--- config.mk ---
export PLATFORM = sky130hd
export DESIGN_NAME = segmented_led_comet_chase_top_flat
export DESIGN_NICKNAME = d
export VERILOG_FILES = /design/src/hw/rtl/lcc_pkg.sv /design/src/hw/rtl/lcc_cmd_if.sv /design/src/hw/rtl/lcc_pixel_if.sv /design/src/hw/rtl/lcc_div.sv /design/src/hw/rtl/lcc_geom.sv /design/src/hw/rtl/segmented_led_comet_chase_top.sv /design/src/flat_wrapper.sv
export SDC_FILE = /design/constraint.sdc
export NUM_CORES = 1
export LEC_CHECK = 0
export BUFFER_PORTS_ARGS = -buffer_cell sky130_fd_sc_hd__buf_2
export CAP_MARGIN = 5
export CORE_MARGIN = 5
export CORE_UTILIZATION = 50
export CTS_BUF_LIST = sky130_fd_sc_hd__clkbuf_2
export DETAILED_ROUTE_END_ITERATION = 8
export GPL_ROUTABILITY_DRIVEN = 0
export GPL_TIMING_DRIVEN = 0
export PLACE_DENSITY = 0.66
export SLEW_MARGIN = 20
export SYNTH_ARGS = -nofsm -noshare
export SYNTH_HDL_FRONTEND = slang
export SYNTH_SLANG_ARGS = --single-unit
--- constraint.sdc ---
create_clock -name clk -period 16.6 [get_ports clk]
set_input_delay 0.83 -clock clk [delete_from_list [all_inputs] [get_ports clk]]
set_output_delay 0.83 -clock clk [all_outputs]
set_load 0.02 [all_outputs]
--- src/hw/rtl/lcc_pkg.sv ---
// Package for the segmented LED comet chase: widths, codes, state encoding,
// segment colours and marker tables. No dependencies.
package lcc_pkg;

  localparam int FUNC_W   = 2;
  localparam int TIME_W   = 32;
  localparam int LED_W    = 10;
  localparam int LEN_W    = 7;
  localparam int POS_W    = 6;
  localparam int SEG_W    = 4;
  localparam int HEAD_W   = 9;
  localparam int TAIL_W   = 8;
  localparam int MS_W     = 16;
  localparam int CH_W     = 8;
  localparam int CFG_IDX_W  = 3;
  localparam int CFG_DATA_W = 16;

  localparam int SEG_COUNT = 12;
  localparam int MAX_LEDS  = 768;

  // Division by twelve as a multiply by a scaled reciprocal; exact for n up to 768.
  localparam int PROD_W      = 2 * LED_W;
  localparam int RECIP_12    = 683;
  localparam int RECIP_SHIFT = 13;

  // Iterative divider: quotient bits, one per step.
  localparam int DIV_W     = 8;
  localparam int DIV_CNT_W = $clog2(DIV_W);

  localparam int MARK_MAX = 5;
  localparam int MARK_CNT_W = 3;

  typedef enum logic [FUNC_W-1:0] {
    FUNC_TICK  = 2'd0,
    FUNC_START = 2'd1,
    FUNC_STOP  = 2'd2
  } func_t;

  typedef enum logic [CFG_IDX_W-1:0] {
    CFG_LED_COUNT   = 3'd0,
    CFG_TAIL_LENGTH = 3'd1,
    CFG_STEP_MS     = 3'd2,
    CFG_PAUSE_MS    = 3'd3,
    CFG_ALL_SEGS    = 3'd4,
    CFG_SINGLE_SEG  = 3'd5
  } cfg_idx_t;

  typedef enum logic [2:0] {
    ST_IDLE,
    ST_PAUSE,
    ST_INTERVAL,
    ST_SEEK,
    ST_PIXEL,
    ST_DIV,
    ST_EMIT
  } state_t;

  typedef struct packed {
    logic [CH_W-1:0] r;
    logic [CH_W-1:0] g;
    logic [CH_W-1:0] b;
  } rgb_t;

  typedef struct packed {
    logic [LED_W-1:0] start;
    logic [LEN_W-1:0] len;
  } seg_geom_t;

  localparam rgb_t SEG_COLOUR [SEG_COUNT] = '{
    '{8'd255, 8'd0,   8'd0  }, '{8'd255, 8'd165, 8'd0  }, '{8'd255, 8'd255, 8'd0  },
    '{8'd128, 8'd255, 8'd0  }, '{8'd0,   8'd128, 8'd0  }, '{8'd0,   8'd255, 8'd128},
    '{8'd0,   8'd0,   8'd255}, '{8'd75,  8'd0,   8'd130}, '{8'd128, 8'd0,   8'd128},
    '{8'd255, 8'd0,   8'd255}, '{8'd255, 8'd192, 8'd203}, '{8'd139, 8'd0,   8'd0  }
  };

  localparam logic [MARK_CNT_W-1:0] MARK_COUNT [SEG_COUNT] = '{
    3'd5, 3'd5, 3'd5, 3'd5, 3'd4, 3'd4, 3'd4, 3'd4, 3'd4, 3'd4, 3'd4, 3'd4
  };

  localparam logic [POS_W-1:0] MARK_POS [SEG_COUNT][MARK_MAX] = '{
    '{6'd3,  6'd9,  6'd15, 6'd21, 6'd27}, '{6'd4,  6'd11, 6'd18, 6'd25, 6'd32},
    '{6'd5,  6'd12, 6'd19, 6'd26, 6'd33}, '{6'd6,  6'd13, 6'd20, 6'd27, 6'd34},
    '{6'd7,  6'd14, 6'd21, 6'd28, 6'd0 }, '{6'd8,  6'd15, 6'd22, 6'd29, 6'd0 },
    '{6'd9,  6'd16, 6'd23, 6'd30, 6'd0 }, '{6'd10, 6'd17, 6'd24, 6'd31, 6'd0 },
    '{6'd2,  6'd8,  6'd14, 6'd20, 6'd0 }, '{6'd3,  6'd9,  6'd15, 6'd21, 6'd0 },
    '{6'd4,  6'd10, 6'd16, 6'd22, 6'd0 }, '{6'd5,  6'd11, 6'd17, 6'd23, 6'd0 }
  };

  // True when position pos of segment seg carries a white marker.
  function automatic logic is_marker(input logic [SEG_W-1:0] seg,
                                     input logic [POS_W-1:0] pos);
    logic hit;
    hit = 1'b0;
    for (int i = 0; i < MARK_MAX; i++) begin
      if ((MARK_CNT_W'(i) < MARK_COUNT[seg]) && (MARK_POS[seg][i] == pos)) begin
        hit = 1'b1;
      end
    end
    return hit;
  endfunction

endpackage

--- src/hw/rtl/lcc_cmd_if.sv ---
// Command channel interface: valid/ready handshake carrying func and now_ms.
// Depends on lcc_pkg for field widths.
interface lcc_cmd_if;
  logic                       valid;
  logic                       ready;
  logic [lcc_pkg::FUNC_W-1:0] func;
  logic [lcc_pkg::TIME_W-1:0] now_ms;

  modport source (output valid, func, now_ms, input ready);
  modport sink   (input valid, func, now_ms, output ready);
endinterface

--- src/hw/rtl/lcc_pixel_if.sv ---
// Pixel channel interface: valid/ready handshake carrying one LED write.
// Depends on lcc_pkg for field widths.
interface lcc_pixel_if;
  logic                      valid;
  logic                      ready;
  logic [lcc_pkg::LED_W-1:0] led_index;
  logic [lcc_pkg::CH_W-1:0]  red;
  logic [lcc_pkg::CH_W-1:0]  green;
  logic [lcc_pkg::CH_W-1:0]  blue;
  logic                      last_of_frame;

  modport source (output valid, led_index, red, green, blue, last_of_frame, input ready);
  modport sink   (input valid, led_index, red, green, blue, last_of_frame, output ready);
endinterface

--- src/hw/rtl/lcc_div.sv ---
// Iterative restoring divider: 16-bit dividend by 8-bit divisor, one quotient
// bit per cycle. The caller guarantees the quotient fits in 8 bits. Uses lcc_pkg.
module lcc_div (
  input  logic                        clk,
  input  logic                        rst,
  input  logic                        start,
  input  logic [2*lcc_pkg::DIV_W-1:0] dividend,
  input  logic [lcc_pkg::DIV_W-1:0]   divisor,
  output logic                        done,
  output logic [lcc_pkg::DIV_W-1:0]   quotient
);
  import lcc_pkg::*;

  logic                 busy;
  logic [DIV_CNT_W-1:0] count;
  logic [DIV_W-1:0]     rem;
  logic [DIV_W-1:0]     low;
  logic [DIV_W:0]       trial;
  logic                 fits;

  // Shift in the next dividend bit and try to subtract the divisor.
  assign trial = {rem, low[DIV_W-1]};
  assign fits  = trial >= {1'b0, divisor};

  always_ff @(posedge clk) begin
    if (rst) begin
      busy  <= 1'b0;
      done  <= 1'b0;
      count <= '0;
    end else begin
      done <= 1'b0;
      if (start) begin
        busy  <= 1'b1;
        count <= '0;
      end else if (busy) begin
        count <= count + 1'b1;
        if (count == DIV_CNT_W'(DIV_W - 1)) begin
          busy <= 1'b0;
          done <= 1'b1;
        end
      end
    end
  end

  always_ff @(posedge clk) begin
    if (start) begin
      rem      <= dividend[2*DIV_W-1:DIV_W];
      low      <= dividend[DIV_W-1:0];
      quotient <= '0;
    end else if (busy) begin
      rem      <= fits ? DIV_W'(trial - {1'b0, divisor}) : trial[DIV_W-1:0];
      low      <= {low[DIV_W-2:0], 1'b0};
      quotient <= {quotient[DIV_W-2:0], fits};
    end
  end

endmodule

--- src/hw/rtl/lcc_geom.sv ---
// Segment geometry: start index and length of one of the twelve segments for
// the programmed LED count. Uses lcc_pkg.
module lcc_geom (
  input  logic [lcc_pkg::LED_W-1:0] led_count,
  input  logic [lcc_pkg::SEG_W-1:0] seg,
  output lcc_pkg::seg_geom_t        geom
);
  import lcc_pkg::*;

  logic [LED_W-1:0]  n;
  logic [PROD_W-1:0] prod;
  logic [LEN_W-1:0]  per;
  logic [LED_W-1:0]  per_x12;
  logic [SEG_W-1:0]  rem;
  logic              extra;
  logic [LED_W-1:0]  base;

  assign n       = (led_count > LED_W'(MAX_LEDS)) ? LED_W'(MAX_LEDS) : led_count;
  // n / 12 through the reciprocal, remainder by multiply back and subtract.
  assign prod    = PROD_W'(n) * PROD_W'(RECIP_12);
  assign per     = prod[RECIP_SHIFT +: LEN_W];
  assign per_x12 = {per, 3'b000} + {1'b0, per, 2'b00};
  assign rem     = SEG_W'(n - per_x12);
  assign extra   = seg < rem;
  assign base    = LED_W'(seg) * LED_W'(per);

  assign geom.len   = per + LEN_W'(extra);
  assign geom.start = base + (extra ? LED_W'(seg) : LED_W'(rem));

endmodule

--- src/hw/rtl/segmented_led_comet_chase_top.sv ---
// Top level of the segmented LED comet chase: configuration registers, the
// sequencer and the pixel output register. Uses lcc_pkg, lcc_cmd_if,
// lcc_pixel_if, lcc_geom and lcc_div.
//
//   Channel   Role    Carries                                     Handshake
//   cmd       sink    func, now_ms                                valid/ready
//   pixel     source  led_index, red, green, blue, last_of_frame  valid/ready
//   cfg       write   cfg_index, cfg_data                         cfg_write, no wait
//
// Start and stop are handled in the idle state. A tick that shows nothing passes
// through at most the pause and interval states, and in all-segments mode the
// seek state once for each empty segment it looks at. A frame passes through
// the setup states (with the seek state in all-segments mode, once more per
// skipped empty segment), then the pixel and emit states for each dark LED and
// the pixel, divide and emit states for each lit LED; the divide state waits on
// the shared eight-step divider that works out the tail brightness.
// Reset is synchronous and active high; it stops the flow and loads the
// register defaults. A stalled pixel channel simply holds the sequencer in its
// emit state; the command channel is ready only while the sequencer is idle.
module segmented_led_comet_chase_top (
  input  logic                            clk,
  input  logic                            rst,
  lcc_cmd_if.sink                         cmd,
  lcc_pixel_if.source                     pixel,
  input  logic                            cfg_write,
  input  logic [lcc_pkg::CFG_IDX_W-1:0]   cfg_index,
  input  logic [lcc_pkg::CFG_DATA_W-1:0]  cfg_data
);
  import lcc_pkg::*;

  // Configuration registers.
  logic [LED_W-1:0]  led_count;
  logic [TAIL_W-1:0] tail_length;
  logic [MS_W-1:0]   step_interval_ms;
  logic [MS_W-1:0]   pause_ms;
  logic              all_segs;
  logic [SEG_W-1:0]  single_segment;

  always_ff @(posedge clk) begin
    if (rst) begin
      led_count        <= LED_W'(240);
      tail_length      <= TAIL_W'(5);
      step_interval_ms <= MS_W'(50);
      pause_ms         <= MS_W'(500);
      all_segs         <= 1'b0;
      single_segment   <= '0;
    end else if (cfg_write) begin
      case (cfg_idx_t'(cfg_index))
        CFG_LED_COUNT:   led_count        <= cfg_data[LED_W-1:0];
        CFG_TAIL_LENGTH: tail_length      <= cfg_data[TAIL_W-1:0];
        CFG_STEP_MS:     step_interval_ms <= cfg_data[MS_W-1:0];
        CFG_PAUSE_MS:    pause_ms         <= cfg_data[MS_W-1:0];
        CFG_ALL_SEGS:    all_segs         <= cfg_data[0];
        CFG_SINGLE_SEG:  single_segment   <= cfg_data[SEG_W-1:0];
        default: ;
      endcase
    end
  end

  // Flow state and its next values.
  state_t            state, state_next;
  logic              running, running_next;
  logic              all_mode, all_mode_next;
  logic [HEAD_W-1:0] head, head_next;
  logic [SEG_W-1:0]  cursor, cursor_next;
  logic              pausing, pausing_next;
  logic [TIME_W-1:0] pause_end, pause_end_next;
  logic [TIME_W-1:0] last_step, last_step_next;

  // Per-request and per-frame working registers.
  logic [TIME_W-1:0] now_r, now_r_next;
  logic [SEG_W-1:0]  seg_r, seg_r_next;
  logic [LED_W-1:0]  start_r, start_r_next;
  logic [LEN_W-1:0]  len_r, len_r_next;
  logic [POS_W-1:0]  idx, idx_next;
  logic              lit, lit_next;

  // Pixel output register.
  logic              out_valid, out_valid_next;
  logic [LED_W-1:0]  out_index, out_index_next;
  rgb_t              out_rgb, out_rgb_next;
  logic              out_last, out_last_next;

  // Geometry of the segment in question: the cursor in all-segments mode,
  // the selected segment otherwise.
  logic [SEG_W-1:0] seg_sel;
  seg_geom_t        geom;

  assign seg_sel = all_mode ? cursor : single_segment;

  lcc_geom u_geom (
    .led_count (led_count),
    .seg       (seg_sel),
    .geom      (geom)
  );

  // The shared divider works out (255 * t) / tail for each lit LED.
  logic                 div_start;
  logic [2*DIV_W-1:0]   div_dividend;
  logic                 div_done;
  logic [DIV_W-1:0]     div_quo;

  lcc_div u_div (
    .clk      (clk),
    .rst      (rst),
    .start    (div_start),
    .dividend (div_dividend),
    .divisor  (tail_length),
    .done     (div_done),
    .quotient (div_quo)
  );

  // Tail distance of the current LED from the head, and whether it is lit.
  logic [HEAD_W-1:0] tail_dist;
  logic              lit_now;
  logic [TAIL_W-1:0] dist8;

  assign tail_dist = head - HEAD_W'(idx);
  assign lit_now   = (head >= HEAD_W'(idx)) && (tail_dist < HEAD_W'(tail_length));
  assign dist8     = tail_dist[TAIL_W-1:0];
  assign div_dividend = {dist8, {DIV_W{1'b0}}} - {{DIV_W{1'b0}}, dist8};

  // Colour of the current LED: each channel scaled by (brightness + 1) / 256,
  // where brightness + 1 = 256 - quotient. A lit marker shows white instead.
  rgb_t                base_rgb;
  rgb_t                scaled_rgb;
  rgb_t                pixel_rgb;
  logic [DIV_W:0]      scale;
  logic [2*CH_W:0]     prod_r, prod_g, prod_b;
  logic                white;

  assign base_rgb     = SEG_COLOUR[seg_r];
  assign scale        = (DIV_W+1)'(256) - (DIV_W+1)'(div_quo);
  assign prod_r       = (2*CH_W+1)'(base_rgb.r) * (2*CH_W+1)'(scale);
  assign prod_g       = (2*CH_W+1)'(base_rgb.g) * (2*CH_W+1)'(scale);
  assign prod_b       = (2*CH_W+1)'(base_rgb.b) * (2*CH_W+1)'(scale);
  assign scaled_rgb.r = prod_r[2*CH_W-1:CH_W];
  assign scaled_rgb.g = prod_g[2*CH_W-1:CH_W];
  assign scaled_rgb.b = prod_b[2*CH_W-1:CH_W];
  assign white        = is_marker(seg_r, idx);

  always_comb begin
    if (!lit) begin
      pixel_rgb = '0;
    end else if (white) begin
      pixel_rgb = '1;
    end else begin
      pixel_rgb = scaled_rgb;
    end
  end

  // Frame bookkeeping.
  logic              cmd_accept;
  logic              slot_free;
  logic              last_led;
  logic [LED_W-1:0]  head_sum;
  logic [LED_W-1:0]  run_limit;
  logic              halt;

  assign cmd_accept = cmd.valid && cmd.ready;
  assign slot_free  = !out_valid || pixel.ready;
  assign last_led   = LEN_W'(idx) == (len_r - LEN_W'(1));
  assign head_sum   = LED_W'(head) + LED_W'(1);
  assign run_limit  = LED_W'(len_r) + LED_W'(tail_length);

  always_ff @(posedge clk) begin
    if (rst) begin
      state <= ST_IDLE;
    end else begin
      state <= state_next;
    end
  end

  always_comb begin
    state_next     = state;
    running_next   = running;
    all_mode_next  = all_mode;
    head_next      = head;
    cursor_next    = cursor;
    pausing_next   = pausing;
    pause_end_next = pause_end;
    last_step_next = last_step;
    now_r_next     = now_r;
    seg_r_next     = seg_r;
    start_r_next   = start_r;
    len_r_next     = len_r;
    idx_next       = idx;
    lit_next       = lit;
    out_valid_next = out_valid && !pixel.ready;
    out_index_next = out_index;
    out_rgb_next   = out_rgb;
    out_last_next  = out_last;
    div_start      = 1'b0;
    halt           = 1'b0;

    case (state)
      ST_IDLE: begin
        if (cmd_accept) begin
          now_r_next = cmd.now_ms;
          case (func_t'(cmd.func))
            FUNC_START: begin
              running_next   = 1'b1;
              all_mode_next  = all_segs;
              head_next      = '0;
              cursor_next    = '0;
              pausing_next   = 1'b0;
              last_step_next = cmd.now_ms;
            end
            FUNC_STOP: begin
              halt = 1'b1;
            end
            FUNC_TICK: begin
              if (running) begin
                state_next = ST_PAUSE;
              end
            end
            default: ;
          endcase
        end
      end

      // A pause that has run out restarts the step interval from now.
      ST_PAUSE: begin
        state_next = ST_INTERVAL;
        if (pausing) begin
          if (now_r < pause_end) begin
            state_next = ST_IDLE;
          end else begin
            pausing_next   = 1'b0;
            last_step_next = now_r;
          end
        end
      end

      ST_INTERVAL: begin
        if ((now_r - last_step) < TIME_W'(step_interval_ms)) begin
          state_next = ST_IDLE;
        end else begin
          last_step_next = now_r;
          if (all_mode) begin
            state_next = ST_SEEK;
          end else if ((single_segment >= SEG_W'(SEG_COUNT)) || (geom.len == '0)) begin
            halt       = 1'b1;
            state_next = ST_IDLE;
          end else begin
            seg_r_next   = single_segment;
            start_r_next = geom.start;
            len_r_next   = geom.len;
            idx_next     = '0;
            state_next   = ST_PIXEL;
          end
        end
      end

      // All-segments mode skips empty segments, one per cycle.
      ST_SEEK: begin
        if (geom.len != '0) begin
          seg_r_next   = cursor;
          start_r_next = geom.start;
          len_r_next   = geom.len;
          idx_next     = '0;
          state_next   = ST_PIXEL;
        end else if (cursor == SEG_W'(SEG_COUNT - 1)) begin
          halt       = 1'b1;
          state_next = ST_IDLE;
        end else begin
          cursor_next = cursor + 1'b1;
        end
      end

      ST_PIXEL: begin
        lit_next = lit_now;
        if (lit_now) begin
          div_start  = 1'b1;
          state_next = ST_DIV;
        end else begin
          state_next = ST_EMIT;
        end
      end

      ST_DIV: begin
        if (div_done) begin
          state_next = ST_EMIT;
        end
      end

      ST_EMIT: begin
        if (slot_free) begin
          out_valid_next = 1'b1;
          out_index_next = start_r + LED_W'(idx);
          out_rgb_next   = pixel_rgb;
          out_last_next  = last_led;
          if (last_led) begin
            state_next = ST_IDLE;
            head_next  = head_sum[HEAD_W-1:0];
            if (head_sum >= run_limit) begin
              if (!all_mode) begin
                halt = 1'b1;
              end else begin
                head_next = '0;
                if (cursor == SEG_W'(SEG_COUNT - 1)) begin
                  halt = 1'b1;
                end else begin
                  cursor_next    = cursor + 1'b1;
                  pausing_next   = 1'b1;
                  pause_end_next = now_r + TIME_W'(pause_ms);
                end
              end
            end
          end else begin
            idx_next   = idx + 1'b1;
            state_next = ST_PIXEL;
          end
        end
      end

      default: state_next = ST_IDLE;
    endcase

    if (halt) begin
      running_next = 1'b0;
      pausing_next = 1'b0;
      head_next    = '0;
      cursor_next  = '0;
    end
  end

  always_ff @(posedge clk) begin
    if (rst) begin
      running   <= 1'b0;
      all_mode  <= 1'b0;
      head      <= '0;
      cursor    <= '0;
      pausing   <= 1'b0;
      pause_end <= '0;
      last_step <= '0;
      out_valid <= 1'b0;
    end else begin
      running   <= running_next;
      all_mode  <= all_mode_next;
      head      <= head_next;
      cursor    <= cursor_next;
      pausing   <= pausing_next;
      pause_end <= pause_end_next;
      last_step <= last_step_next;
      out_valid <= out_valid_next;
    end
  end

  always_ff @(posedge clk) begin
    now_r     <= now_r_next;
    seg_r     <= seg_r_next;
    start_r   <= start_r_next;
    len_r     <= len_r_next;
    idx       <= idx_next;
    lit       <= lit_next;
    out_index <= out_index_next;
    out_rgb   <= out_rgb_next;
    out_last  <= out_last_next;
  end

  assign cmd.ready           = state == ST_IDLE;
  assign pixel.valid         = out_valid;
  assign pixel.led_index     = out_index;
  assign pixel.red           = out_rgb.r;
  assign pixel.green         = out_rgb.g;
  assign pixel.blue          = out_rgb.b;
  assign pixel.last_of_frame = out_last;

  // The cursor never leaves the range of real segments.
  a_cursor_range: assert property (@(posedge clk) disable iff (rst)
    cursor <= SEG_W'(SEG_COUNT - 1))
    else $error("segment cursor out of range");

  // A stopped flow never has a pause pending.
  a_pause_needs_run: assert property (@(posedge clk) disable iff (rst)
    !running |-> !pausing)
    else $error("pause pending while stopped");

  // A new pixel is loaded only from the emit state.
  a_load_from_emit: assert property (@(posedge clk) disable iff (rst)
    $rose(out_valid) |-> $past(state == ST_EMIT))
    else $error("pixel loaded outside emit state");

  // The divider only finishes while the sequencer waits for it.
  a_div_done_waited: assert property (@(posedge clk) disable iff (rst)
    div_done |-> state == ST_DIV)
    else $error("divider result with nobody waiting");

endmodule

--- src/flat_wrapper.sv ---
// flat-port wrapper written by rule: the top's interface ports become plain ports
module segmented_led_comet_chase_top_flat import lcc_pkg::*;
  (clk, rst, cfg_write, cfg_index, cfg_data, cmd_valid, cmd_func, cmd_now_ms, cmd_ready, pixel_valid, pixel_led_index, pixel_red, pixel_green, pixel_blue, pixel_last_of_frame, pixel_ready);
  lcc_cmd_if cmd_i ();
  lcc_pixel_if pixel_i ();
  input  logic clk;
  input  logic rst;
  input  logic cfg_write;
  input  logic [lcc_pkg::CFG_IDX_W-1:0] cfg_index;
  input  logic [lcc_pkg::CFG_DATA_W-1:0] cfg_data;
  input wire logic [$bits(cmd_i.valid)-1:0] cmd_valid;
  input wire logic [$bits(cmd_i.func)-1:0] cmd_func;
  input wire logic [$bits(cmd_i.now_ms)-1:0] cmd_now_ms;
  output wire logic [$bits(cmd_i.ready)-1:0] cmd_ready;
  output wire logic [$bits(pixel_i.valid)-1:0] pixel_valid;
  output wire logic [$bits(pixel_i.led_index)-1:0] pixel_led_index;
  output wire logic [$bits(pixel_i.red)-1:0] pixel_red;
  output wire logic [$bits(pixel_i.green)-1:0] pixel_green;
  output wire logic [$bits(pixel_i.blue)-1:0] pixel_blue;
  output wire logic [$bits(pixel_i.last_of_frame)-1:0] pixel_last_of_frame;
  input wire logic [$bits(pixel_i.ready)-1:0] pixel_ready;
  assign cmd_i.valid = cmd_valid;
  assign cmd_i.func = cmd_func;
  assign cmd_i.now_ms = cmd_now_ms;
  assign cmd_ready = cmd_i.ready;
  assign pixel_valid = pixel_i.valid;
  assign pixel_led_index = pixel_i.led_index;
  assign pixel_red = pixel_i.red;
  assign pixel_green = pixel_i.green;
  assign pixel_blue = pixel_i.blue;
  assign pixel_last_of_frame = pixel_i.last_of_frame;
  assign pixel_i.ready = pixel_ready;
  segmented_led_comet_chase_top u_core (.clk(clk), .rst(rst), .cmd(cmd_i), .pixel(pixel_i), .cfg_write(cfg_write), .cfg_index(cfg_index), .cfg_data(cfg_data));
endmodule
# ---- Word level (Yosys, flattened, before mapping)
# Memories as Yosys holds them, arrays and structs flattened.
# Cells that the tools add are included.
dict set report word_totals {
  reg_bits 263
  rom_bits 912
  in_bits 58
  elab_cells 268
  memories 3
}
dict set report op_classes {
  addsub 17
  n_mul 5
  n_lt_le_gt_ge 15
  n_eq_ne 40
  n_mux 109
  bitwise 3
  reduce_logical 44
}
# name words word_bits read_ports rd_clocked_by_memory_dff wr line
set mem_list {}
lappend mem_list {{(name not given)} 16 30 1 0 0 lcc_pkg.sv:95} ;# if ((MARK_CNT_W'(i) < MARK_COUNT[seg]) && (MARK_POS[seg][i] == pos)) begin
lappend mem_list {{(name not given)} 16 24 1 0 0 segmented_led_comet_chase_top.sv:132} ;# assign base_rgb = SEG_COLOUR[seg_r];
lappend mem_list {{(name not given)} 16 3 1 0 0 lcc_pkg.sv:95}
# cell count
set ops {}
lappend ops {{$mux 32} 5}
lappend ops {{$pmux 32 s3} 1}
lappend ops {{$mux 24} 3}
lappend ops {{$mux 30} 2}
lappend ops {{$mux 4} 14}
lappend ops {{$mux 9} 6}
lappend ops {{$mux 10} 5}
lappend ops {{$mul 8x9->16} 3}
lappend ops {{$mux 3} 14}
lappend ops {{$mux 8} 5}
lappend ops {{$mux 6} 6}
lappend ops {{$mux 1} 33}
lappend ops {{$add 32x16->32} 1}
lappend ops {{$lt 32x16->1} 1}
lappend ops {{$lt 32x32->1} 1}
lappend ops {{$sub 32x32->32} 1}
lappend ops {{$eq 6x6->1} 5}
lappend ops {{$mux 7} 4}
lappend ops {{$ne 2x2->1 const B} 12}
lappend ops {{$pmux 3 s7} 1}
lappend ops {{$mul 10x10->20 const B} 1}
lappend ops {{$pmux 10 s2} 1}
lappend ops {{$eq 3x3->1 const B} 6}
lappend ops {{$pmux 6 s3} 1}
lappend ops {{61 further kinds} 101}

# ---- Depth between registers and ports, before layout
# Gate-level depths: netlist of run 1.
dict set report logic_depth {
  ltp_word 14
  ltp_mapped 39
}

# ---- Cells and area by module
# From an unflattened synthesis of run 1, not the netlist that was laid out.
dict set report hier_totals {
  hier_cells 2999
  area_unflattened_um2 26242.7
}
# mod instances cells_per_inst area_per_inst_um2 seq_area_each_um2
set modules_own_cells {}
lappend modules_own_cells {segmented_led_comet_chase_top 1 2450 21281.7 5635.4}
lappend modules_own_cells {lcc_geom 1 381 3229.3 0.0}
lappend modules_own_cells {lcc_div 1 168 1731.7 740.7}

# ---- Least setup slack after synthesis of run 1
# Ideal clock, no wire load.
dict set report synth_path {
  kind {reg2reg}
  start {reg u_core.led_count[9]}
  end {reg u_core.len_r[0] (enable)}
  setup_time_ns 0.425
  arrival_time_ns 8.344
  slack_ns 7.831
  path_stages_with_launch 33
  cell_sequence {dfxtp_1 nand2_1 clkbuf_1 and2_1 ha_1 ha_1 inv_1 fa_1 inv_1 fa_1 inv_1 fa_1 inv_1 ha_1 and4_1 nand3_1 o22ai_1 o21ai_0 xor2_1 inv_1 nand2_1 xor2_1 a21oi_1 xnor2_1 ha_1 a21oi_1 ha_1 nand3_1 nor4_4 mux2i_1 a221o_1 a21oi_1 nor3_1}
}
dict set report synth_between {
  elab_chain_len 11
}
# element line
set synth_rtl {}
lappend synth_rtl {{start: declaration} segmented_led_comet_chase_top.sv:32} ;# logic [LED_W-1:0] led_count;
lappend synth_rtl {{start signal: assignment} segmented_led_comet_chase_top.sv:49} ;# CFG_LED_COUNT: led_count <= cfg_data[LED_W-1:0];
lappend synth_rtl {{$gt 10x10->1} lcc_geom.sv:18} ;# assign n = (led_count > LED_W'(MAX_LEDS)) ? LED_W'(MAX_LEDS) : led_count;
lappend synth_rtl {{$mux 10 *} lcc_geom.sv:18}
lappend synth_rtl {{$mul 10x10->20} lcc_geom.sv:20} ;# assign prod = PROD_W'(n) * PROD_W'(RECIP_12);
lappend synth_rtl {{$add 4x4->4} lcc_geom.sv:22} ;# assign per_x12 = {per, 3'b000} + {1'b0, per, 2'b00};
lappend synth_rtl {{$sub 4x4->4} lcc_geom.sv:23} ;# assign rem = SEG_W'(n - per_x12);
lappend synth_rtl {{$lt 4x4->1} lcc_geom.sv:24} ;# assign extra = seg < rem;
lappend synth_rtl {{$add 7x1->7 *} lcc_geom.sv:27} ;# assign geom.len = per + LEN_W'(extra);
lappend synth_rtl {{$logic_not 7->1} segmented_led_comet_chase_top.sv:242} ;# end else if ((single_segment >= SEG_W'(SEG_COUNT)) || (geom.len == '0)) begin
lappend synth_rtl {{$logic_or 1x1->1} segmented_led_comet_chase_top.sv:242}
lappend synth_rtl {{$ne 2x2->1 (no source line)} -}
lappend synth_rtl {{$reduce_and 5->1 (no source line) *} -}
lappend synth_rtl {{end signal: assignment} segmented_led_comet_chase_top.sv:354} ;# len_r <= len_r_next;
lappend synth_rtl {{end: declaration} segmented_led_comet_chase_top.sv:74} ;# logic [LEN_W-1:0] len_r, len_r_next;
# Mark *: on every way between the ends. The rest lies on a longest branch, timed or not.
# A chain may end at the register's enable or synchronous reset.

==> flow_summary.json, run 1 <==
{
  "run_status": "finished, final reports clean",
  "fin_crit_sh_pct": 58.1,
  "p_seq_share_pct": 18.4,
  "hold_depth": 3,
  "route.detailed.vias_per_inst": 5.49,
  "ctsResizeCount": 0,
  "mappedNetlistNets": 3494,
  "required_arrival_time_at_the_worst_endpoint_ps": 17330,
  "dpl_worst_slack_ps": 7100,
  "number_of_global_route_vias_before_repair": 21800,
  "hold_start": "cfg_data[2]",
  "synth-main-ff-cell": "sky130_fd_sc_hd__dfxtp_1",
  "syn_to_final_growth_pct": 10.0,
  "grt_max_degree": 32,
  "initial_antenna_violation_count": 2,
  "postLayoutCoreUtil_pct": 55.4,
  "timing.fmax_mhz": 104,
  "vias": 21500,
  "post_detailed_route_drc_marker_count": 0,
  "power_w": 0.00484,
  "crit_path_max_fanout": 10,
  "crit_start": "u_core.led_count[9]",
  "cts_tree": "yes",
  "first_pass_drt_iterations": 6,
  "synth.area.top_cells": "sky130_fd_sc_hd__ha_1 (16%), sky130_fd_sc_hd__edfxtp_1 (13%), sky130_fd_sc_hd__fa_1 (12%), sky130_fd_sc_hd__dfxtp_1 (12%), sky130_fd_sc_hd__inv_1 (5.8%)",
  "worst_skew_pair.late_latency_ps": 1070,
  "critPathMaxStageDelay_ps": 540,
  "worst-slew-pin-transition_ps": 1130,
  "drt_wl_total_um": 65700,
  "clock_sink_count": 263,
  "die_x_um": 237,
  "drv_cap": 0,
  "finalWorstSetupSlack_ps": 6950,
  "rows": 83,
  "yosysWarningCount": 0,
  "postSynthAreaPerCell_um2": 8.73,
  "timing.final.hold_violations": 0,
  "worst_r2r_path_depth": 38,
  "power_switching_share_pct": 48.4,
  "p_per_area_nw_per_um2": 171,
  "groute.usage.overall_pct": 23.4,
  "io_pins": 95,
  "core_region_area_um2": 51100,
  "clockBufferDepth": 3,
  "detail_route.iter0.violations": 1414,
  "die_height_um": 237,
  "total_leakage_power_nw": 12.8,
  "async_flop_share_pct": 0,
  "detail-route-antenna-nets": 0,
  "io_buffers": 93,
  "final_max_slew_viol_count": 0,
  "number_of_flops_mapped_to_enable_cells_by_yosys": 111,
  "final.setup_skew_ps": 162,
  "power.internal_w": 0.00250,
  "power_frac_clock_pct": 10.6,
  "crit_slowest_cell": "sky130_fd_sc_hd__fa_1",
  "cp-end-kind": "flip-flop",
  "synthesis.area_um2": 25700,
  "die-area_um2": 56100,
  "rsz0062_at_grt": "no",
  "relSlewSlack_pct": 24.1,
  "crit_type": "flip-flop to flip-flop",
  "drt-wirelength-per-cell_um": 16.8,
  "cts.repair_timing.setup_buffer_count": 0,
  "drive_above_1_share_pct": 8.10,
  "cts.root.buffer_cell": "sky130_fd_sc_hd__clkbuf_2",
  "holdCritPathClass": "primary input to flip-flop",
  "syn-instance-count": 2948,
  "cts.reportedPaths.clkPinSlew_ps": 100,
  "synth_top_area_share_pct": 16.0,
  "synth.yosys.seq_area_share_pct": 24.8,
  "start_util_pct": 50.3,
  "post-synth-top-area-cell": "sky130_fd_sc_hd__ha_1",
  "grt_pass1_wl_um": 108000,
  "worst_ir_drop_vdd_v": 0.000130,
  "final_setup_fails": 0,
  "dp.final_hpwl_um": 52700,
  "grt.overflow.total": 0,
  "cts_buffers": 74,
  "layout.filler_cells": 4800,
  "final_nets": 3712,
  "final_period_minus_worst_setup_slack_ps": 9650,
  "power.share.combinational_pct": 71.0,
  "crit-reg2reg-launch": "u_core.led_count[9]",
  "htreeDepth": 3,
  "critPathArrivalTime_ps": 10380,
  "setup-tns-final_ps": 0,
  "postSynthRegisterBits": 263,
  "worstSetupStartpointType": "flip-flop",
  "post_synth_num_cell_types": 86,
  "p_sw_w": 0.00234
}
per-layer routing:
metal | share of wire, % | global-route usage (%) | up-vias | wire (µm)
met1 | 43 | 29.6 | 10300 | 28400
met2 | 49 | 41.1 | 566 | 32300
met5 | 0.014 | 0 | - | 9
met4 | 1.9 | 6.45 | 2 | 1260
li1 | - | - | 10500 | -
met3 | 5.6 | 4.01 | 98 | 3700
placed cells by master, fill, tap and decap left out, types with 23 or more instances in the layout:
| master | synthesis | layout |
|---|---|---|
| sky130_fd_sc_hd__nor2_1 | 205 | 203 |
| sky130_fd_sc_hd__fa_1 | 160 | 160 |
| sky130_fd_sc_hd__and2_1 | 36 | 35 |
| sky130_fd_sc_hd__ha_1 | 328 | 328 |
| sky130_fd_sc_hd__xnor2_1 | 121 | 121 |
| sky130_fd_sc_hd__nand2b_1 | 24 | 24 |
| sky130_fd_sc_hd__nor2b_1 | 68 | 68 |
| sky130_fd_sc_hd__edfxtp_1 | 111 | 111 |
| sky130_fd_sc_hd__a21o_1 | 43 | 43 |
| sky130_fd_sc_hd__mux2i_1 | 35 | 35 |
| sky130_fd_sc_hd__nand3_1 | 38 | 38 |
| sky130_fd_sc_hd__clkbuf_2 | 0 | 108 |
| sky130_fd_sc_hd__and3_1 | 26 | 26 |
| sky130_fd_sc_hd__dfxtp_1 | 152 | 152 |
| sky130_fd_sc_hd__nand2_1 | 326 | 326 |
| sky130_fd_sc_hd__clkbuf_1 | 92 | 92 |
| sky130_fd_sc_hd__o21ai_0 | 90 | 90 |
| sky130_fd_sc_hd__a21oi_1 | 162 | 162 |
| sky130_fd_sc_hd__a211oi_1 | 99 | 98 |
| sky130_fd_sc_hd__xor2_1 | 49 | 49 |
| sky130_fd_sc_hd__buf_2 | 3 | 96 |
| sky130_fd_sc_hd__or3_1 | 23 | 23 |
| sky130_fd_sc_hd__o21a_1 | 57 | 57 |
| sky130_fd_sc_hd__inv_1 | 397 | 397 |
| sky130_fd_sc_hd__nor3_1 | 60 | 57 |
| sky130_fd_sc_hd__dlygate4sd3_1 | 0 | 45 |
cell families (layout without fill, tap and decap cells):
kind of cell	count (synthesis)	in the layout	synth area share [%]
compound gates	605	605	15.9
xor+xnor	171	171	5.85
fa+ha+maj	488	488	28.4
buf+inv	497	772	7.32
flops	263	263	24.8
mux	39	39	1.54
other cells	0	2	0
simple gates	885	885	16.2
flip-flops by register name (all words and copies together) (netlist names), 7 cells and up:
signal,cells
u_core.u_div.rem,8
u_core.tail_length,8
u_core.step_interval_ms,16
u_core.pixel.led_index,10
u_core.pixel.blue,8
u_core.pause_end,32
u_core.last_step,32
u_core.led_count,10
u_core.pause_ms,16
u_core.now_r,32
u_core.pixel.green,8
u_core.u_div.low,8
u_core.head,9
u_core.start_r,10
u_core.len_r,7
u_core.pixel.red,8
u_core.u_div.quotient,8
critical path, delay by kind of cell, from the launching register on:
family | cells | cell delay (ps)
flip-flops | 1 | 520
buffers and inverters | 6 | 660
AND/OR/NAND/NOR | 6 | 980
AO/OA/AOI/OAI | 11 | 2530
adder cells (fa/ha/maj) | 10 | 3670
XOR/XNOR | 5 | 1010
worst paths after layout:
| path | end | slack, ps |
|---|---|---|
| max reg2reg | u_core.start_r[9] | 6950 |
| min | u_core.pause_ms[2] | 130 |
| max | u_core.start_r[9] | 6950 |
| min reg2reg | u_core.pause_end[8] | 450 |
power by group through the flow:
stage	Combinational [W]	Sequential (W)	Clock [W]
floorplan	0.00267	0.000872	0
global placement	0.00331	0.000903	0
detailed placement	0.00341	0.000902	0
CTS	0.00346	0.000887	0.000536
global route	0.00395	0.000897	0.000568
finish	0.00344	0.000890	0.000514
timing repair:
item                                    in CTS  in global routing
endpoints found under the setup margin       0                  0
hold buffers                                45                  0
endpoints found under the hold margin       56                  0
synth_stat cells (21+ instances only):
cell	instances
sky130_fd_sc_hd__inv_1	397
sky130_fd_sc_hd__ha_1	328
sky130_fd_sc_hd__nand2_1	326
sky130_fd_sc_hd__nor2_1	205
sky130_fd_sc_hd__a21oi_1	162
sky130_fd_sc_hd__fa_1	160
sky130_fd_sc_hd__dfxtp_1	152
sky130_fd_sc_hd__xnor2_1	121
sky130_fd_sc_hd__edfxtp_1	111
sky130_fd_sc_hd__a211oi_1	99
sky130_fd_sc_hd__clkbuf_1	92
sky130_fd_sc_hd__o21ai_0	90
sky130_fd_sc_hd__nor2b_1	68
sky130_fd_sc_hd__nor3_1	60
sky130_fd_sc_hd__o21a_1	57
sky130_fd_sc_hd__xor2_1	49
sky130_fd_sc_hd__a21o_1	43
sky130_fd_sc_hd__nand3_1	38
sky130_fd_sc_hd__and2_1	36
sky130_fd_sc_hd__mux2i_1	35
sky130_fd_sc_hd__and3_1	26
sky130_fd_sc_hd__nand2b_1	24
sky130_fd_sc_hd__or3_1	23
sky130_fd_sc_hd__o21bai_1	22
sky130_fd_sc_hd__nand4_1	21
through the flow:
step,instance area [µm²],cells,hold WS [ps]
2_1_floorplan,25700,2948,432
3_3_place_gp,27000,3721,440
3_5_place_dp,27100,3725,444
4_1_cts,28300,3903,0.602
5_1_grt,28300,3904,86.6
6_report,28300,3905,125
layout make-up:
class / instances / area, µm² / share of cell area [%]
Tap cell: 680 / 851 / 3.01
Sequential cell: 263 / 6380 / 22.5
Inverter: 398 / 1490 / 5.28
Timing Repair Buffer: 142 / 971 / 3.43
Antenna cell: 2 / 5.00 / 0.0177
Buffer: 99 / 390 / 1.38
Multi-Input combinational cell: 2188 / 17500 / 61.8
Clock buffer: 108 / 541 / 1.91
Clock inverter: 25 / 174 / 0.615
Note: power is estimated with default switching activity, not from simulation.
==> inputs of run 2 (changes only) <==
--- a/config.mk
+++ b/config.mk
@@ -5,6 +5,7 @@
 export SDC_FILE = /design/constraint.sdc
 export NUM_CORES = 1
 export LEC_CHECK = 0
+export ABC_AREA = 1
 export BUFFER_PORTS_ARGS = -buffer_cell sky130_fd_sc_hd__buf_2
 export CAP_MARGIN = 5
 export CORE_MARGIN = 5
@@ -13,7 +14,7 @@
 export DETAILED_ROUTE_END_ITERATION = 8
 export GPL_ROUTABILITY_DRIVEN = 0
 export GPL_TIMING_DRIVEN = 0
-export PLACE_DENSITY = 0.66
+export PLACE_DENSITY = 0.68
 export SLEW_MARGIN = 20
 export SYNTH_ARGS = -nofsm -noshare
 export SYNTH_HDL_FRONTEND = slang
==> constraint.sdc (replaced) <==
create_clock -name clk -period 8.3 [get_ports clk]
set_input_delay 0.415 -clock clk [delete_from_list [all_inputs] [get_ports clk]]
set_output_delay 0.415 -clock clk [all_outputs]
set_load 0.02 [all_outputs]
==> flow_summary.json, run 2 <==
{
  "synth_top_area_share_pct": 15.7,
  "critPathMaxStageDelay_ps": 570,
  "worst_r2r_path_depth": 42,
  "worst_ir_drop_vdd_v": 0.000142,
  "grt_pass1_wl_um": 114000,
  "power.share.combinational_pct": 51.9,
  "mappedNetlistNets": 3961,
  "core_region_area_um2": 52200,
  "grt.overflow.total": 0,
  "die_height_um": 239,
  "layout_commonest_cell": "sky130_fd_sc_hd__inv_1",
  "yosysWarningCount": 0,
  "critPathArrivalTime_ps": 8820,
  "layout_top_registers": "u_core.last_step (32), u_core.now_r (32), u_core.pause_end (32)",
  "post_detailed_route_drc_marker_count": 0,
  "ff2ff_setup_slack_ps": 230,
  "drive_above_1_share_pct": 11.5,
  "final_setup_fails": 0,
  "clockBufferDepth": 3,
  "postSynthAreaPerCell_um2": 7.68,
  "start_util_pct": 50.2,
  "synth.yosys.seq_area_share_pct": 24.3,
  "final_max_slew_viol_count": 0,
  "final.hold.worst_slack_ps": 99.1,
  "holdCritPathClass": "primary input to flip-flop",
  "io_pins": 95,
  "worstSetupStartpointType": "flip-flop",
  "detail-route-antenna-nets": 0,
  "hold_start": "cmd_now_ms[17]",
  "post-place-cells": 4200,
  "final_cell_mix": "sky130_fd_sc_hd__inv_1 (649), sky130_fd_sc_hd__nand2_1 (604), sky130_fd_sc_hd__nor2_1 (350)",
  "final_period_minus_worst_setup_slack_ps": 8070,
  "crit_path_max_fanout": 6,
  "timing.final.hold_violations": 0,
  "fin_cells": 4453,
  "number_of_global_route_vias_before_repair": 22600,
  "dp.final_hpwl_um": 55300,
  "rows": 84,
  "worst_r2r_endpoint": "u_core.start_r[8]",
  "cts.reportedPaths.clkPinSlew_ps": 100,
  "final.setup_skew_ps": 142,
  "power_switching_share_pct": 43.0,
  "hold_end": "u_core.now_r[17]",
  "vias": 23200,
  "post_synth_num_cell_types": 67,
  "fin_crit_sh_pct": 97.3,
  "synthesis.area_um2": 26200,
  "cts.root.buffer_cell": "sky130_fd_sc_hd__clkbuf_2",
  "number_of_flops_mapped_to_enable_cells_by_yosys": 111,
  "initial_antenna_violation_count": 5,
  "crit_type": "flip-flop to flip-flop",
  "cts_tree": "yes",
  "power_frac_clock_pct": 19.1,
  "clock_sink_count": 263,
  "worst_skew_pair.late_latency_ps": 1100,
  "syn-instance-count": 3415,
  "syn_to_final_growth_pct": 13.6,
  "drt_wl_total_um": 70200,
  "groute.usage.overall_pct": 24.4,
  "p_seq_share_pct": 29.0,
  "finalWorstSetupSlack_ps": 226,
  "die_x_um": 239,
  "p_per_area_nw_per_um2": 171,
  "cts_buffers": 74,
  "die-area_um2": 57100,
  "worst-slew-pin-transition_ps": 913,
  "required_arrival_time_at_the_worst_endpoint_ps": 9040,
  "drt-wirelength-per-cell_um": 15.8,
  "post-synth-top-area-cell": "sky130_fd_sc_hd__ha_1",
  "run_status": "finished, final reports clean",
  "crit-reg2reg-launch": "u_core.led_count[1]",
  "relSlewSlack_pct": 38.5,
  "htreeDepth": 3,
  "final_nets": 4246,
  "cp-end-kind": "flip-flop",
  "drv_cap": 0,
  "hold_depth": 2,
  "dpl_worst_slack_ps": -455,
  "async_flop_share_pct": 0,
  "synth_commonest_cells": "sky130_fd_sc_hd__inv_1 (661), sky130_fd_sc_hd__nand2_1 (611), sky130_fd_sc_hd__nor2_1 (372)",
  "io_buffers": 94,
  "synth-main-ff-cell": "sky130_fd_sc_hd__dfxtp_1",
  "total_leakage_power_nw": 14.7,
  "crit_slowest_cell": "sky130_fd_sc_hd__fa_1",
  "power.internal_w": 0.00291,
  "first_pass_drt_iterations": 6,
  "postSynthRegisterBits": 263,
  "p_sw_w": 0.00219,
  "grt_max_degree": 23,
  "most_numerous_cell_in_the_yosys_netlist": "sky130_fd_sc_hd__inv_1",
  "detail_route.iter0.violations": 1559,
  "timing.fmax_mhz": 124,
  "synth.area.top_cells": "sky130_fd_sc_hd__ha_1 (16%), sky130_fd_sc_hd__edfxtp_1 (13%), sky130_fd_sc_hd__fa_1 (12%), sky130_fd_sc_hd__dfxtp_1 (12%), sky130_fd_sc_hd__inv_1 (9.5%)",
  "route.detailed.vias_per_inst": 5.21
}
## run 2: cell count changes after synthesis, moves of 51 or more
cell | previous run | this run
sky130_fd_sc_hd__xnor2_1 | 121 | 37
sky130_fd_sc_hd__nor2_1 | 205 | 372
sky130_fd_sc_hd__o21ai_0 | 90 | 162
sky130_fd_sc_hd__a21oi_1 | 162 | 230
sky130_fd_sc_hd__clkbuf_1 | 92 | 41
sky130_fd_sc_hd__a211oi_1 | 99 | 9
sky130_fd_sc_hd__nor2b_1 | 68 | 0
sky130_fd_sc_hd__inv_1 | 397 | 661
sky130_fd_sc_hd__nand2_1 | 326 | 611
sky130_fd_sc_hd__nand3_1 | 38 | 91
## run 2: what timing repair did
action | CTS | global route
cloned | 0 | 0
pin swaps | 2 | 54
buffers inserted | 1 | 29
hold endpoints to repair | 140 | 0
endpoints found under the setup margin | 37 | 50
hold buffers | 82 | 0
gates resized for setup | 11 | 85
## run 2: power by group through the flow
stage	Sequential (W)	Clock (W)	Combinational (W)
floorplan	0.00150	0	0.00184
global placement	0.00151	0	0.00230
detailed placement	0.00151	0	0.00234
CTS	0.00148	0.00100	0.00241
global route	0.00148	0.00108	0.00301
finish	0.00148	0.000976	0.00265
## run 2: logic make-up after synthesis
family                     count (synthesis)  synth area share, %
DFF                                      263                 24.3
and+or+nand+nor                         1226                 19.7
buffers and inverters                    732                 10.7
muxes                                     19                0.816
AOI/OAI and AO/OA                        550                 12.0
adders and majority gates                488                 27.9
xor gates and xnor gates                 137                 4.61
## run 2: final cells by class
class	instances	area, µm²
Antenna cell	7	17.5
Buffer	57	278
Clock buffer	112	561
Clock inverter	22	100
Fill cell	4906	22400
Inverter	675	2540
Multi-Input combinational cell	2420	17500
Sequential cell	263	6380
Tap cell	688	861
Timing Repair Buffer	209	1590
## run 2: worst max path at each step
stage,endpoint,cells after the start,start,slack (ps)
3_3_place_gp,u_core.start_r[9],42,u_core.led_count[1],-740
3_5_place_dp,u_core.start_r[9],40,u_core.led_count[1],-450
6_report,u_core.start_r[8],42,u_core.led_count[1],230
5_1_grt,u_core.start_r[8],42,u_core.led_count[1],-150
2_1_floorplan,u_core.len_r[0],42,u_core.led_count[6],530
4_1_cts,u_core.start_r[9],42,u_core.led_count[1],-160
## run 2: critical path: cells and delay by family (launching register included)
family | cells | cell delay, ps
and+or+nand+nor | 9 | 950
DFF | 1 | 360
buffers and inverters | 11 | 1040
adders and majority gates | 8 | 3120
xor gates and xnor gates | 4 | 630
AOI/OAI and AO/OA | 10 | 1590
## run 2: layer usage
metal	track usage, %	vias to the layer above	wire length, µm
met2	41.1	640	33100
met4	9.10	4	2300
met1	31.7	10800	30500
met3	4.08	140	4270
met5	0	-	26
li1	-	11600	-
## run 2: per-stage QoR
step	total power, W	setup TNS (ps)	area, µm²	utilization [%]
after CTS	0.00489	-162	29200	55.8
after global placement	0.00381	-17940	27500	52.7
after global routing	0.00557	-1270	29800	57.0
after floorplan	0.00333	0	26200	-
final	0.00510	0	29800	57.0
after detailed placement	0.00385	-3500	27600	52.9
